--- config.mk ---
export PLATFORM = sky130hd
export DESIGN_NAME = cebs_ctrl
export DESIGN_NICKNAME = d
export VERILOG_FILES = /design/src/hw/rtl/cebs_pkg.sv /design/src/hw/rtl/cebs_ctrl.sv
export SDC_FILE = /design/constraint.sdc
export NUM_CORES = 1
export LEC_CHECK = 0
export BUFFER_PORTS_ARGS = -buffer_cell sky130_fd_sc_hd__buf_2
export CAP_MARGIN = 20
export CELL_PAD_IN_SITES_DETAIL_PLACEMENT = 0
export CELL_PAD_IN_SITES_GLOBAL_PLACEMENT = 2
export CORE_ASPECT_RATIO = 0.7
export CORE_MARGIN = 1
export CORE_UTILIZATION = 28
export DETAILED_ROUTE_END_ITERATION = 10
export PLACE_DENSITY_LB_ADDON = 0.1
export SLEW_MARGIN = 40
export SYNTH_ARGS = -nofsm -noshare
export SYNTH_HDL_FRONTEND = slang
export SYNTH_SLANG_ARGS = --single-unit
--- constraint.sdc ---
create_clock -name clk -period 4.2 [get_ports clk]
set_input_delay 1.26 -clock clk [delete_from_list [all_inputs] [get_ports clk]]
set_output_delay 1.26 -clock clk [all_outputs]
set_load 0.02 [all_outputs]
--- src/hw/rtl/cebs_pkg.sv ---
// ----------------------------------------------------------------------------
// cebs_pkg
// Shared widths, codes and command/status types of the ellipse brush scanner.
// ----------------------------------------------------------------------------
package cebs_pkg;

	localparam int DIM_W    = 13;
	localparam int COORD_W  = 24;
	localparam int TS_W     = 24;
	localparam int CTR_W    = 14;
	localparam int AXIS_W   = 13;
	localparam int QUO_W    = 14;
	localparam int PROD_W   = COORD_W + DIM_W;
	localparam int COLOUR_W = 32;
	localparam int ADDR_W   = 24;
	localparam int PIX_W    = 12;
	localparam int SQ_AX_W  = 2 * AXIS_W;
	localparam int SQ_D_W   = 2 * CTR_W;
	localparam int TERM_W   = SQ_D_W + SQ_AX_W;
	localparam int RHS_W    = 2 * SQ_AX_W;
	localparam int REG_IDX_W = 2;
	localparam int CFG_DATA_W = 24;

	localparam int IN_TDATA_W  = 104;
	localparam int OUT_TDATA_W = 88;

	localparam logic [DIM_W-1:0]  MAX_DIM    = 13'd4096;
	localparam logic [CTR_W-1:0]  CENTER_SAT = 14'd16383;
	localparam logic [AXIS_W-1:0] AXIS_SAT   = 13'd8191;

	localparam logic [DIM_W-1:0] WIDTH_RESET   = 13'd512;
	localparam logic [DIM_W-1:0] HEIGHT_RESET  = 13'd512;
	localparam logic [TS_W-1:0]  TERRAIN_RESET = 24'd65536;

	localparam logic CMD_START   = 1'b0;
	localparam logic CMD_ADVANCE = 1'b1;

	localparam logic [REG_IDX_W-1:0] REG_WIDTH   = 2'd0;
	localparam logic [REG_IDX_W-1:0] REG_HEIGHT  = 2'd1;
	localparam logic [REG_IDX_W-1:0] REG_TERRAIN = 2'd2;

	typedef enum logic [1:0] {
		OP_CX,
		OP_CY,
		OP_AW,
		OP_AH
	} op_t;

	typedef struct packed {
		logic load_start;
		logic mul_en;
		logic div_go;
		logic div_store;
		logic check;
		logic square;
		logic rhs;
		logic adv_s1;
		logic adv_s2;
		logic adv_fin;
		op_t  op;
	} cmd_t;

	typedef struct packed {
		logic ts_zero;
		logic div_done;
		logic reject;
		logic out_free;
	} status_t;

endpackage

--- src/hw/rtl/cebs_ctrl.sv ---
// ----------------------------------------------------------------------------
// cebs_ctrl
// Sequencer: start set-up (scale, divide, clip, square) and the advance steps.
// ----------------------------------------------------------------------------
module cebs_ctrl (
	input  logic              clk,
	input  logic              arst_n,
	input  logic              s_tvalid,
	input  logic              s_tuser,
	output logic              s_tready,
	input  cebs_pkg::status_t sts,
	output cebs_pkg::cmd_t    cmd
);
	import cebs_pkg::*;

	typedef enum logic [3:0] {
		ST_IDLE,
		ST_MUL,
		ST_DIV_GO,
		ST_DIV_WAIT,
		ST_CHECK,
		ST_SQUARE,
		ST_RHS,
		ST_ADV_S1,
		ST_ADV_S2,
		ST_ADV_FIN
	} state_t;

	state_t state_q;
	op_t    op_q;
	logic   accept;

	assign s_tready = state_q == ST_IDLE;
	assign accept   = s_tvalid && s_tready;

	always_comb begin
		cmd            = '0;
		cmd.op         = op_q;
		cmd.load_start = accept && s_tuser == CMD_START;
		cmd.mul_en     = state_q == ST_MUL;
		cmd.div_go     = state_q == ST_DIV_GO;
		cmd.div_store  = state_q == ST_DIV_WAIT && sts.div_done;
		cmd.check      = state_q == ST_CHECK;
		cmd.square     = state_q == ST_SQUARE;
		cmd.rhs        = state_q == ST_RHS;
		cmd.adv_s1     = state_q == ST_ADV_S1;
		cmd.adv_s2     = state_q == ST_ADV_S2;
		cmd.adv_fin    = state_q == ST_ADV_FIN && sts.out_free;
	end

	always_ff @(posedge clk or negedge arst_n) begin
		if (!arst_n) begin
			state_q <= ST_IDLE;
			op_q    <= OP_CX;
		end else begin
			case (state_q)
				ST_IDLE: begin
					if (accept) begin
						if (s_tuser == CMD_ADVANCE) begin
							state_q <= ST_ADV_S1;
						end else if (!sts.ts_zero) begin
							state_q <= ST_MUL;
							op_q    <= OP_CX;
						end
					end
				end
				ST_MUL:    state_q <= ST_DIV_GO;
				ST_DIV_GO: state_q <= ST_DIV_WAIT;
				ST_DIV_WAIT: begin
					if (sts.div_done) begin
						case (op_q)
							OP_CX:   begin op_q <= OP_CY; state_q <= ST_MUL; end
							OP_CY:   begin op_q <= OP_AW; state_q <= ST_MUL; end
							OP_AW:   begin op_q <= OP_AH; state_q <= ST_MUL; end
							default: state_q <= ST_CHECK;
						endcase
					end
				end
				ST_CHECK:  state_q <= sts.reject ? ST_IDLE : ST_SQUARE;
				ST_SQUARE: state_q <= ST_RHS;
				ST_RHS:    state_q <= ST_IDLE;
				ST_ADV_S1: state_q <= ST_ADV_S2;
				ST_ADV_S2: state_q <= ST_ADV_FIN;
				ST_ADV_FIN: begin
					if (sts.out_free) begin
						state_q <= ST_IDLE;
					end
				end
				default:   state_q <= ST_IDLE;
			endcase
		end
	end

endmodule

Yosys cells after proc, flatten, opt, wreduce, memory -nomap -nowiden
Cells that the tools add are included.

operators by class
  equal/unequal tests = 18
  multiplexer cells = 14
  bitwise logic cells = 1
  reductions and logical operators = 10

operator list
  kind                                                  number
  case mux 4 bit (9 select lines)                       1
  2-to-1 mux 4 bit                                      5
  equality test 4 x 3 -> 1 bit (second input constant)  4
  equality test 4 x 2 -> 1 bit (second input constant)  2
  equality test 4 bit (second input constant)           2
  2-to-1 mux 2 bit                                      4
  != test 2 bit (second input constant)                 4
  2-to-1 mux 3 bit                                      2
  case mux 2 bit (3 select lines)                       1
  AND reduction 6 bit                                   1
  equality test 4 x 1 -> 1 bit (second input constant)  1
  logical AND 1 bit                                     4
  zero test 4 bit                                       1
  != test 4 x 1 -> 1 bit (second input constant)        1
  case mux 2 bit (2 select lines)                       1
  AND reduction 4 bit                                   1
  != test 3 bit (second input constant)                 1
  OR reduction 3 bit                                    1
  equality test 2 x 1 -> 1 bit (second input constant)  1
  equality test 2 bit (second input constant)           1
  zero test 2 bit                                       1
  != test 2 x 1 -> 1 bit (second input constant)        1
  nonzero test 2 bit                                    1
  inverter 1 bit                                        1

word-level totals
  flip-flop bits (word level) = 6
  bits of input ports = 8
  output and inout port bits = 13

Longest topological paths before layout
  word-level depth = 5
  mapped depth = 6
  gate-level depth less buffers = 6

Worst setup path after synthesis
OpenSTA, ideal clock, no wires.

  path kind = input to output
  start point = input s_tuser
  end point = output cmd[11] (netlist name)
  data arrival time = 1.562 ns
  data required time = 2.940 ns
  setup slack = 1.378 ns
  stages = 1
  cells stage by stage = and3b_1

on the way
  cells in the longest elaborated chain, start to end = 2

ends and longest elaborated chain
  element            RTL line         text
  from (decl)        cebs_ctrl.sv:9   input logic s_tuser,
  inverter 1 bit     cebs_ctrl.sv:39  cmd.load_start = accept && s_tuser == CMD_START;
  logical AND 1 bit  cebs_ctrl.sv:39
  to (decl)          cebs_ctrl.sv:12  output cebs_pkg::cmd_t cmd

No other way between the ends.

==> results.md <==
* Synthesized area per cell at 8.34 sq um
* Area overhead of the layout relative to synthesis at 22.0%
* Kind of cell adding the most delay to the critical path: buffers and inverters
* Worst slew margin at 0.697
* Post-route fraction of the period consumed by the critical path at 0.718
* Netlist area before placement at 592 sq um
* Starting DRC count in detailed routing at 10
* Number of antenna violations at the first check in global routing at 0
* Post-CTS setup repair buffer count at 0
* RSZ-0062 raised after global routing: no
* Global placer's final weighted congestion at 0.683
* Slowest CP cell: and3b_1
* Antenna-violating nets left at 0
* Clk Latency, worst-skew pair at 0.24 ns
* Primary FF master, synth: dfrtp_1
* First-pass GRT wire length at 2.26 mm
* Violated checks: design-rule violations
* Number of enable flip-flop cells after synthesis at 0
* Clock transition time at the flip-flop clock pins of the worst setup and hold paths at 0.04 ns
* Final critical delay including setup and external delays at 3.02 ns
* Hold violation total from the final report at 0
* Post-cts sizing count at 0
* Cell type with the highest aggregate area in the netlist: dfrtp_1
* Cell area after layout at 722 sq um
* Leakage dissipation at 0.362 nW
* Crit path arrival time at 1.76 ns
* Buffers added on ports at 20
* Detailed-route wire length at 1.42 mm
* Pin count of the biggest net entering global routing at 16
* Largest voltage drop on the vdd net at 215 uV
* Detailed-route via count at 574
* Critical path start-end classification: input port to output pin
* X dimension of the die at 57.0 um
* Count of antenna diodes in the layout at 0
* Setup TNS at 0 ns
* Most numerous cell types in the synthesized netlist: nor2_1, dfrtp_1, buf_2, ha_1, inv_1
* TritonCTS clock tree: yes
* Cell depth of the worst hold path at 2
* Final-layout fill cell count at 218
* Final setup margin at 1.18 ns
* Std cell rows at 13
* Fraction of registers with async set or reset after synthesis at 1.00
* Crit path max fanout at 6
* Post-synth net total at 83
* I/O pin count at 21
* HPWL after detailed placement at 1.13 mm
* Hold-fix buffer count after cts at 0
* Pre-CTS setup slack at 1.18 ns
* Post-synthesis instance total at 71
* NumNets Final at 104
* Portion of synthesized cell area occupied by the leading cell type at 0.254
* Sequential fraction of the synthesis area at 0.254
* Die extent in y at 40.5 um
* Final number of setup-violating endpoints at 0
* Count of unresolved DRC violations after routing at 2
* Clk_skew at 0.00223 ns
* Startpoint class of the critical path: input port
* Ranking of synthesized cells by area: dfrtp_1, ha_1, nor2_1
* Length of the first detailed-routing pass in iterations at 7
* Number of synthesis warnings at 0
* Distinct cell type count of the synthesized netlist at 34
* Worst endpoint required time at 2.94 ns
* Clock root buffer master: clkbuf_4
* Flip-flop and latch count after synthesis at 6
* Critical path's most frequent cell: buf_2
* Max cap viols at 0
* Via density at 5.13
* Area of placed instances at 699 sq um
* Routed len/inst at 12.7 um
* Power density cells at 772 nW/um^2
* Number of global-route vias before repair at 458
* Maximum number of buffers from clock root to sink at 2
* Critical-path cell list: buf_2, and3b_1, buf_2
* Global-route usage over all layers at 0.129
* Run status: finished, violations left
* Sort of element at the end of the critical path: output pin
* Number of clock sinks at 6
* Highest Clock Rate at 331 MHz
* Worst-margin pin slew at 0.454 ns
* Number of max-slew violations in the final report at 0
* Critical Path Max Stage Delay at 0.20 ns
* Level count of the clock H-tree at 1
* Critical path buffers and inverters at 2
* Most repeated cell in the gate-level netlist after synthesis: nor2_1
* Share of cells above drive strength 1 at 0.333
* CTS buffer count at 3
* Die area at 2300 sq um
* Worst path depth at 3
* Std-Cell Core Area at 1920 sq um
* Overall overflow remaining after global route at 0
* Classification of the worst-slack hold path: register to register
* Effective utilization at floorplan at 0.308
* Cell count of the worst reg-to-reg path at 4
worst reg2reg max path, cell delays in order, from the launching register on:
cell	delay [ns]
dfrtp_1	0.53
nor4_2	0.46
and3b_1	0.26
a211oi_1	0.07
mux2_4	0.30
where the power goes:
part | internal [mW] | switching, mW | total (mW)
combinational | 0.163 | 0.189 | 0.351
clock | 0.0322 | 0.0190 | 0.0512
sequential | 0.0838 | 0.0714 | 0.155
total | 0.279 | 0.279 | 0.558
metal layers:
layer | vias to the layer above | wire, um | global-route usage
met5 | - | 0 | 0
met3 | 0 | 40 | 0.00645
met4 | 0 | 0 | 0.0366
li1 | 298 | - | -
met2 | 10 | 579 | 0.182
met1 | 266 | 802 | 0.205
per-stage QoR:
step,power [mW],util,hold WS (ns),instances
2_1_floorplan,0.426,-,0.673,71
3_3_place_gp,0.514,0.364,0.645,109
3_5_place_dp,0.509,0.364,0.634,109
4_1_cts,0.563,0.376,0.652,112
5_1_grt,0.612,0.376,0.708,112
6_report,0.558,0.376,0.652,112
cell usage in the layout, fill, tap and decap left out, drive strengths merged, types with 2 or more instances in the layout:
cell type  instances
nand2              2
and3b              2
nor2b              2
nand2b             2
o22ai              2
nor3b              2
a2bb2oi            2
o21ai              5
nor3               3
inv                4
clkbuf             3
nor4               2
nand3b             2
nor2              11
ha                 4
dfrtp              6
buf               20
nand3              2
state kept, by name (all words and copies together), names as in the netlist:
| signal | cells |
|---|---|
| state_q | 4 |
| op_q | 2 |
final timing paths:
kind	slack, ns	end	from
worst max-delay path	1.18	cmd[11]	s_tuser
worst min-delay path	0.65	op_q[1]	op_q[1]
worst max register to register	2.47	state_q[0]	state_q[0]
worst min register to register	0.65	op_q[1]	op_q[1]
max in group asynchronous	3.22	op_q[0]	arst_n
min in group asynchronous	0.84	state_q[1]	arst_n
area by class of cell:
cell class	instances	area (sq um)	area share
multi-input combinational	57	407	0.563
sequential	6	150	0.208
timing repair buffer	20	100	0.139
tap	22	27.5	0.0381
clock buffer	3	22.5	0.0312
inverter	4	15.0	0.0208
kinds of logic (layout without fill, tap and decap cells):
kind of cell / after synthesis / in the layout / synth area share
simple gates: 35 / 35 / 0.364
compound gates: 16 / 16 / 0.197
buf+inv: 8 / 27 / 0.0592
flops: 6 / 6 / 0.254
fa+ha+maj: 4 / 4 / 0.0846
mux: 2 / 2 / 0.0423
No activity file was read; power rests on OpenSTA's default activity.
